## src/sv/spq_pkg.sv

```systemverilog
// Shared types and constants for the sorted priority queue.
// Used by the controller, the datapath and the top level; no dependencies.
package spq_pkg;

    localparam int VALUE_W           = 32;
    localparam int PRIO_PORT_W       = 8;
    localparam int STATUS_W          = 2;
    localparam int HELD_W            = 4;
    localparam int PRIO_WIDE_W       = 40;
    localparam int DEF_QUEUE_DEPTH   = 8;
    localparam int DEF_PRIORITY_BITS = 8;

    localparam logic KIND_INSERT = 1'b0;
    localparam logic KIND_REMOVE = 1'b1;

    localparam logic [STATUS_W-1:0] STATUS_DONE  = 2'd0;
    localparam logic [STATUS_W-1:0] STATUS_FULL  = 2'd1;
    localparam logic [STATUS_W-1:0] STATUS_EMPTY = 2'd2;

    typedef struct packed {
        logic                ins;
        logic                rem;
        logic                load;
        logic [STATUS_W-1:0] status;
    } spq_cmd_t;

    typedef struct packed {
        logic full;
        logic empty;
    } spq_stat_t;

endpackage

```

## src/sv/spq_ctrl.sv

```systemverilog
// Request controller for the sorted priority queue: handshake and command decode.
// Depends on spq_pkg for the command and status structs and the codes.
module spq_ctrl
    import spq_pkg::*;
(
    input  logic      clk,
    input  logic      rst_n,
    input  logic      in_valid,
    output logic      in_ready,
    input  logic      kind,
    output logic      out_valid,
    input  logic      out_ready,
    input  spq_stat_t dp_stat,
    output spq_cmd_t  dp_cmd
);

    localparam logic [0:0] S_IDLE = 1'b0;
    localparam logic [0:0] S_HOLD = 1'b1;

    logic [0:0] state_reg;
    logic [0:0] state_next;
    logic       accept;

    assign in_ready  = (state_reg == S_IDLE) || out_ready;
    assign out_valid = (state_reg == S_HOLD);
    assign accept    = in_valid && in_ready;

    always_comb
    begin
        state_next = state_reg;
        unique case (state_reg)
            S_IDLE:
            begin
                if (accept)
                begin
                    state_next = S_HOLD;
                end
            end
            S_HOLD:
            begin
                if (!accept && out_ready)
                begin
                    state_next = S_IDLE;
                end
            end
            default:
            begin
                state_next = S_IDLE;
            end
        endcase
    end

    always_ff @(posedge clk or negedge rst_n)
    begin
        if (!rst_n)
        begin
            state_reg <= S_IDLE;
        end
        else
        begin
            state_reg <= state_next;
        end
    end

    always_comb
    begin
        dp_cmd.load   = accept;
        dp_cmd.ins    = 1'b0;
        dp_cmd.rem    = 1'b0;
        dp_cmd.status = STATUS_DONE;
        if (kind == KIND_INSERT)
        begin
            if (dp_stat.full)
            begin
                dp_cmd.status = STATUS_FULL;
            end
            else
            begin
                dp_cmd.ins = accept;
            end
        end
        else
        begin
            if (dp_stat.empty)
            begin
                dp_cmd.status = STATUS_EMPTY;
            end
            else
            begin
                dp_cmd.rem = accept;
            end
        end
    end

endmodule

```

## src/sv/spq_datapath.sv

```systemverilog
// Datapath of the sorted priority queue: the slot row with parallel compare and shift,
// the entry count and the result register. Depends on spq_pkg.
module spq_datapath
    import spq_pkg::*;
#(
    parameter int QUEUE_DEPTH   = DEF_QUEUE_DEPTH,
    parameter int PRIORITY_BITS = DEF_PRIORITY_BITS
)
(
    input  logic                          clk,
    input  logic                          rst_n,
    input  spq_cmd_t                      dp_cmd,
    output spq_stat_t                     dp_stat,
    input  logic signed [VALUE_W-1:0]     item_value,
    input  logic        [PRIO_PORT_W-1:0] item_priority,
    output logic signed [VALUE_W-1:0]     out_value,
    output logic        [PRIO_PORT_W-1:0] out_priority,
    output logic        [STATUS_W-1:0]    status,
    output logic        [HELD_W-1:0]      entries_held
);

    localparam int CW = $clog2(QUEUE_DEPTH + 1);
    localparam int HW = (CW > HELD_W) ? CW : HELD_W;

    logic [VALUE_W-1:0]       slot_val_reg  [QUEUE_DEPTH];
    logic [PRIORITY_BITS-1:0] slot_pri_reg  [QUEUE_DEPTH];
    logic [VALUE_W-1:0]       slot_val_next [QUEUE_DEPTH];
    logic [PRIORITY_BITS-1:0] slot_pri_next [QUEUE_DEPTH];
    logic [CW-1:0]            count_reg;
    logic [CW-1:0]            count_next;

    logic [QUEUE_DEPTH-1:0]   move_down;
    logic [QUEUE_DEPTH-1:0]   ins_here;
    logic [PRIO_WIDE_W-1:0]   pri_in_wide;
    logic [PRIORITY_BITS-1:0] pri_in;
    logic [PRIO_WIDE_W-1:0]   pri_out_wide;
    logic [HW-1:0]            held_wide;

    logic signed [VALUE_W-1:0]     out_value_reg;
    logic        [PRIO_PORT_W-1:0] out_priority_reg;
    logic        [STATUS_W-1:0]    status_reg;
    logic        [HELD_W-1:0]      held_reg;

    assign pri_in_wide  = {{(PRIO_WIDE_W - PRIO_PORT_W){1'b0}}, item_priority};
    assign pri_in       = pri_in_wide[PRIORITY_BITS-1:0];
    assign pri_out_wide = {{(PRIO_WIDE_W - PRIORITY_BITS){1'b0}}, slot_pri_reg[0]};

    assign dp_stat.full  = (count_reg == CW'(QUEUE_DEPTH));
    assign dp_stat.empty = (count_reg == '0);

    // Entries of lower priority than the new one form a suffix of the occupied slots.
    always_comb
    begin
        for (int i = 0; i < QUEUE_DEPTH; i++)
        begin
            move_down[i] = (CW'(i) < count_reg) && (slot_pri_reg[i] < pri_in);
        end
        for (int i = 0; i < QUEUE_DEPTH; i++)
        begin
            ins_here[i] = ((i == 0) || !move_down[(i == 0) ? 0 : i - 1])
                          && (move_down[i] || (CW'(i) == count_reg));
        end
    end

    always_comb
    begin
        for (int i = 0; i < QUEUE_DEPTH; i++)
        begin
            slot_val_next[i] = slot_val_reg[i];
            slot_pri_next[i] = slot_pri_reg[i];
            if (dp_cmd.ins)
            begin
                if (ins_here[i])
                begin
                    slot_val_next[i] = item_value;
                    slot_pri_next[i] = pri_in;
                end
                else if ((i > 0) && move_down[(i == 0) ? 0 : i - 1])
                begin
                    slot_val_next[i] = slot_val_reg[(i == 0) ? 0 : i - 1];
                    slot_pri_next[i] = slot_pri_reg[(i == 0) ? 0 : i - 1];
                end
            end
            else if (dp_cmd.rem && (i < QUEUE_DEPTH - 1))
            begin
                slot_val_next[i] = slot_val_reg[(i < QUEUE_DEPTH - 1) ? i + 1 : i];
                slot_pri_next[i] = slot_pri_reg[(i < QUEUE_DEPTH - 1) ? i + 1 : i];
            end
        end
    end

    always_comb
    begin
        count_next = count_reg;
        if (dp_cmd.ins)
        begin
            count_next = count_reg + 1'b1;
        end
        else if (dp_cmd.rem)
        begin
            count_next = count_reg - 1'b1;
        end
    end

    assign held_wide = {{(HW - CW){1'b0}}, count_next};

    always_ff @(posedge clk)
    begin
        for (int i = 0; i < QUEUE_DEPTH; i++)
        begin
            slot_val_reg[i] <= slot_val_next[i];
            slot_pri_reg[i] <= slot_pri_next[i];
        end
        if (dp_cmd.load)
        begin
            out_value_reg    <= dp_cmd.rem ? signed'(slot_val_reg[0]) : '0;
            out_priority_reg <= dp_cmd.rem ? pri_out_wide[PRIO_PORT_W-1:0] : '0;
            status_reg       <= dp_cmd.status;
            held_reg         <= held_wide[HELD_W-1:0];
        end
    end

    always_ff @(posedge clk or negedge rst_n)
    begin
        if (!rst_n)
        begin
            count_reg <= '0;
        end
        else
        begin
            count_reg <= count_next;
        end
    end

    assign out_value    = out_value_reg;
    assign out_priority = out_priority_reg;
    assign status       = status_reg;
    assign entries_held = held_reg;

endmodule

```

## src/sv/sorted_priority_queue.sv

```systemverilog
// Sorted priority queue of QUEUE_DEPTH entries, highest priority at the front and
// equal priorities served in arrival order. The whole slot row compares against the
// new priority and shifts in parallel, so a request is accepted each cycle as long as
// the result is taken. Each request gives exactly one result with the count held; a
// full insert or an empty remove reports its status and changes nothing. Top level;
// depends on spq_pkg, spq_ctrl and spq_datapath.
module sorted_priority_queue
    import spq_pkg::*;
#(
    parameter int QUEUE_DEPTH   = DEF_QUEUE_DEPTH,
    parameter int PRIORITY_BITS = DEF_PRIORITY_BITS
)
(
    input  logic                          clk,
    input  logic                          rst_n,
    input  logic                          in_valid,
    output logic                          in_ready,
    input  logic                          kind,
    input  logic signed [VALUE_W-1:0]     item_value,
    input  logic        [PRIO_PORT_W-1:0] item_priority,
    output logic                          out_valid,
    input  logic                          out_ready,
    output logic signed [VALUE_W-1:0]     out_value,
    output logic        [PRIO_PORT_W-1:0] out_priority,
    output logic        [STATUS_W-1:0]    status,
    output logic        [HELD_W-1:0]      entries_held
);

    spq_cmd_t  dp_cmd;
    spq_stat_t dp_stat;

    spq_ctrl u_ctrl (
        .clk       (clk),
        .rst_n     (rst_n),
        .in_valid  (in_valid),
        .in_ready  (in_ready),
        .kind      (kind),
        .out_valid (out_valid),
        .out_ready (out_ready),
        .dp_stat   (dp_stat),
        .dp_cmd    (dp_cmd)
    );

    spq_datapath #(
        .QUEUE_DEPTH   (QUEUE_DEPTH),
        .PRIORITY_BITS (PRIORITY_BITS)
    ) u_datapath (
        .clk           (clk),
        .rst_n         (rst_n),
        .dp_cmd        (dp_cmd),
        .dp_stat       (dp_stat),
        .item_value    (item_value),
        .item_priority (item_priority),
        .out_value     (out_value),
        .out_priority  (out_priority),
        .status        (status),
        .entries_held  (entries_held)
    );

    a_accept_gives_result: assert property (@(posedge clk) disable iff (!rst_n)
        in_valid && in_ready |=> out_valid)
        else $error("Accepted request produced no result.");

    a_full_count: assert property (@(posedge clk) disable iff (!rst_n)
        out_valid && (status == STATUS_FULL) |-> entries_held == HELD_W'(QUEUE_DEPTH))
        else $error("Full status without a full count.");

    a_empty_zero: assert property (@(posedge clk) disable iff (!rst_n)
        out_valid && (status == STATUS_EMPTY)
        |-> (entries_held == '0) && (out_value == '0) && (out_priority == '0))
        else $error("Empty status with nonzero result fields.");

endmodule

```

## config.mk

```make
export PLATFORM = sky130hd
export DESIGN_NAME = sorted_priority_queue
export DESIGN_NICKNAME = d
export VERILOG_FILES = /design/src/sv/spq_pkg.sv /design/src/sv/spq_ctrl.sv /design/src/sv/spq_datapath.sv /design/src/sv/sorted_priority_queue.sv
export SDC_FILE = /design/constraint.sdc
export NUM_CORES = 1
export LEC_CHECK = 0
export ABC_AREA = 1
export BUFFER_PORTS_ARGS = -buffer_cell sky130_fd_sc_hd__buf_2
export CAP_MARGIN = 20
export CORE_MARGIN = 2
export CORE_UTILIZATION = 56
export DETAILED_ROUTE_END_ITERATION = 16
export PLACE_DENSITY = 0.8
export SYNTH_ARGS = -nofsm -noshare
export SYNTH_HDL_FRONTEND = slang
export SYNTH_SLANG_ARGS = --single-unit
```

## constraint.sdc

```tcl
create_clock -name clk -period 6.3 [get_ports clk]
set_clock_uncertainty 0.15 [all_clocks]
set_input_delay 0.315 -clock clk [delete_from_list [all_inputs] [get_ports clk]]
set_output_delay 0.315 -clock clk [all_outputs]
set_load 0.01 [all_outputs]
```

==> impl_metrics.env <==
export IMPL_largest_net_degree_at_the_start_of_global_routing=134
export IMPL_clk_insertion_delay_late_ns=0.55
export IMPL_gr_usage_all_layers_pct=29.3
export IMPL_final_layout_size_suffix_gt1_share_pct=8.72
export IMPL_clock_sinks=371
export IMPL_avgSynthCellArea_um2=8.30
export IMPL_timing_worst_slew_pin_value_ns=1.13
export IMPL_ctsLongestPathBuffers=3
export IMPL_reg2regPathDepth=13
export IMPL_vdd_ir_drop_max_mv=0.351
export IMPL_critical_path_class="flip-flop to flip-flop"
export IMPL_mostFrequentLayoutCell="nand2_1"
export IMPL_fillCellCount=2971
export IMPL_finalNetCount=2599
export IMPL_flow_area_growth_from_synthesis_pct=10.3
export IMPL_netlist_area_um2=20500
export IMPL_hp_class="primary input to flip-flop"
export IMPL_power_internal_mw=5.59
export IMPL_largest_register_ffs=256
export IMPL_placed_cells=2915
export IMPL_yosysWarningCount=0
export IMPL_antenna_violating_nets_post_route=0
export IMPL_rows=70
export IMPL_chipHeight_um=195
export IMPL_synth_cell_types=30
export IMPL_crit_end="u_datapath.slot_val_reg[0][63]$_DFFE_PP_"
export IMPL_final_instance_count_excl_fill=2992
export IMPL_finalWorstPathRequiredPeriod_ns=4.18
export IMPL_port_buffers=92
export IMPL_power_share_clock_pct=24.3
export IMPL_vias=17400
export IMPL_synth_sequential_area_ratio_pct=54.2
export IMPL_core_um2=36300
export IMPL_drt_vias_per_instance=5.81
export IMPL_finalInstanceArea_um2=22600
export IMPL_setup_tns_ns=0
export IMPL_outcome="complete, no violations"
export IMPL_grt_antenna_before_repair=1
export IMPL_finalHoldWorstSlack_ns=0.0684
export IMPL_maxSlewHeadroom_pct=25.0
export IMPL_setup_worst_path_start="u_datapath.count_reg[0]$_DFF_PN0_"
export IMPL_slew_viol_final=0
export IMPL_reg2reg_to="u_datapath.slot_val_reg[0][63]$_DFFE_PP_"
export IMPL_syn_num_nets=2575
export IMPL_finalWirelength_mm=56.1
export IMPL_power_static_leakage_nw=10.7
export IMPL_htree_num_levels=2
export IMPL_die_x_extent_um=195
export IMPL_grt_ovfl_total=0
export IMPL_clkTransAtPathRegs_ns=0.06
export IMPL_critPathRequiredTime_ns=6.33
export IMPL_drv_max_cap_violation_count=0
export IMPL_detailedRoute_firstIterationViolations=2487
export IMPL_drcViolationCount=0
export IMPL_worst_r2r_startpoint="u_datapath.count_reg[0]$_DFF_PN0_"
export IMPL_multi_input_area_um2=7720
export IMPL_io_pins=93
export IMPL_wl_per_cell_um=18.8
export IMPL_drtPass1Iterations=9
export IMPL_share_comb_of_total_power_pct=37.9
export IMPL_cts_buffers=39
export IMPL_dpl_cell_area_um2=21300
export IMPL_pwr_share_seq_pct=37.8
export IMPL_cts_resized=0
export IMPL_worstPathMaxFanout=43
export IMPL_hold_path_startpoint="item_value[14]"
export IMPL_post_route_period_util_pct=66.4
export IMPL_globalplace_congestion=0.895
export IMPL_power_density_nw_per_um2=420
export IMPL_dp_final_hpwl_mm=33.4
export IMPL_first_global_vias=16700
export IMPL_start_util_pct=56.4
export IMPL_grt_pass1_wl_mm=89.0
export IMPL_crit_arrival_ns=4.21
export IMPL_switching_power_mw=3.91
export IMPL_startpoint_class_of_the_critical_path="flip-flop"
export IMPL_die_area_um2=38200
export IMPL_fmaxAchievable_ghz=0.239
export IMPL_regArea_um2=11100
export IMPL_p_sw_share_pct=41.2
export IMPL_antenna_cells_inserted=0
export IMPL_synth_ff_latch_count=371
export IMPL_final_hold_violation_count=0
export IMPL_number_of_cells_produced_by_synthesis=2470
export IMPL_finalPower_mw=9.50
export IMPL_worst_setup_path_end_kind="flip-flop"
export IMPL_clockRootBuffer="clkbuf_16"
export IMPL_tritoncts="done"
export IMPL_highest_count_cells_in_the_layout_ignoring_fill_and_taps="nand2_1 (886), nand3_1 (486), edfxtp_1 (366)"
export IMPL_ff2ff_setup_slack_ns=2.12
export IMPL_timing_final_setup_violations=0
export IMPL_grt_setup_unrepaired="no"
[what timing repair did]
item	4_1_cts	5_1_grt
endpoints found under the hold margin	7	0
hold buffers	5	0
setup buffers	0	0
[stage by stage]
| step | setup slack (ns) | utilization (%) |
|---|---|---|
| finish | 2.12 | 62.2 |
| detailed placement | 1.81 | 58.6 |
| CTS | 2.19 | 62.2 |
| global route | 1.90 | 62.2 |
| floorplan | 0.884 | - |
| global placement | 1.92 | 58.6 |
[metal layers]
layer	track usage, %	part of all wire, %	vias to the layer above
met1	39.8	40	8028
li1	-	-	8124
met4	10.5	3.0	2
met3	6.75	11	148
met5	0	0.025	-
met2	46.4	46	1071
[cell families (layout without fill, tap and decap cells)]
| family | Yosys count | after routing | synth area share, % |
|---|---|---|---|
| AOI/OAI and AO/OA | 128 | 128 | 3.29 |
| and+or+nand+nor | 1453 | 1453 | 29.9 |
| adders and majority gates | 60 | 60 | 3.66 |
| buffers and inverters | 456 | 510 | 8.87 |
| DFF | 371 | 371 | 54.2 |
| xor gates and xnor gates | 2 | 2 | 0.0854 |
[cell usage after synthesis]
| cell | number | area, um^2 |
|---|---|---|
| a21o_1 | 2 | 15.0 |
| a21oi_1 | 24 | 120 |
| a21oi_2 | 1 | 8.76 |
| a31oi_1 | 7 | 43.8 |
| buf_1 | 9 | 33.8 |
| buf_2 | 67 | 335 |
| buf_4 | 6 | 45.0 |
| clkbuf_1 | 66 | 248 |
| clkinv_1 | 7 | 26.3 |
| dfrtp_1 | 5 | 125 |
| edfxtp_1 | 366 | 11000 |
| ha_1 | 60 | 751 |
| inv_1 | 296 | 1110 |
| inv_2 | 5 | 18.8 |
| nand2_1 | 888 | 3330 |
| nand2_2 | 6 | 37.5 |
| nand2_4 | 3 | 33.8 |
| nand3_1 | 488 | 2440 |
| nand3_2 | 2 | 20.0 |
| nor2_1 | 61 | 229 |
| nor2_2 | 1 | 6.26 |
| nor3_1 | 2 | 10.0 |
| nor3_2 | 1 | 10.0 |
| o211a_1 | 1 | 10.0 |
| o21a_1 | 2 | 15.0 |
| o21ai_0 | 68 | 340 |
| o21ai_1 | 21 | 105 |
| o221ai_1 | 2 | 17.5 |
| or2_2 | 1 | 6.26 |
| xor2_1 | 2 | 17.5 |
[worst min path at each step]
stage | cells past startpoint | to
3_3_place_gp | 1 | u_datapath.count_reg[3]$_DFF_PN0_
6_report | 3 | u_datapath.slot_val_reg[1][110]$_DFFE_PP_
2_1_floorplan | 0 | u_ctrl.out_valid$_DFF_PN0_
4_1_cts | 3 | u_datapath.slot_val_reg[1][110]$_DFFE_PP_
3_5_place_dp | 1 | u_datapath.count_reg[3]$_DFF_PN0_
5_1_grt | 3 | u_datapath.slot_val_reg[0][14]$_DFFE_PP_
[critical path, cell delays in order, from the launching register on]
cell and delay, ns:
dfrtp_1 0.42, inv_1 0.12, ha_1 0.24, inv_1 0.06, nor2_1 0.05, nand2_1 0.24
nand3_1 0.12, nor2_1 0.13, nand2_2 0.06, buf_4 0.31, nand2_4 0.51, nand2_4 0.48
a31oi_4 0.36, buf_4 0.55
[power groups by stage]
stage | clock network, mW | registers, mW | logic, mW
final | 2.31 | 3.59 | 3.60
after global routing | 2.40 | 3.63 | 3.95
after CTS | 2.32 | 3.58 | 3.51
after detailed placement | 0 | 3.63 | 3.48
after global placement | 0 | 3.61 | 3.35
after floorplan | 0 | 3.59 | 2.45
[cell type report]
type                    instances  area share (%)
flip-flops and latches        371            49.1
multi-input cells            1643            34.1
inverters                     308            5.14
clock buffers                  47            4.63
repair buffers                131            3.50
well taps                     468            2.59
clock inverters                24           0.901
Power figures use the tool's default switching activity.
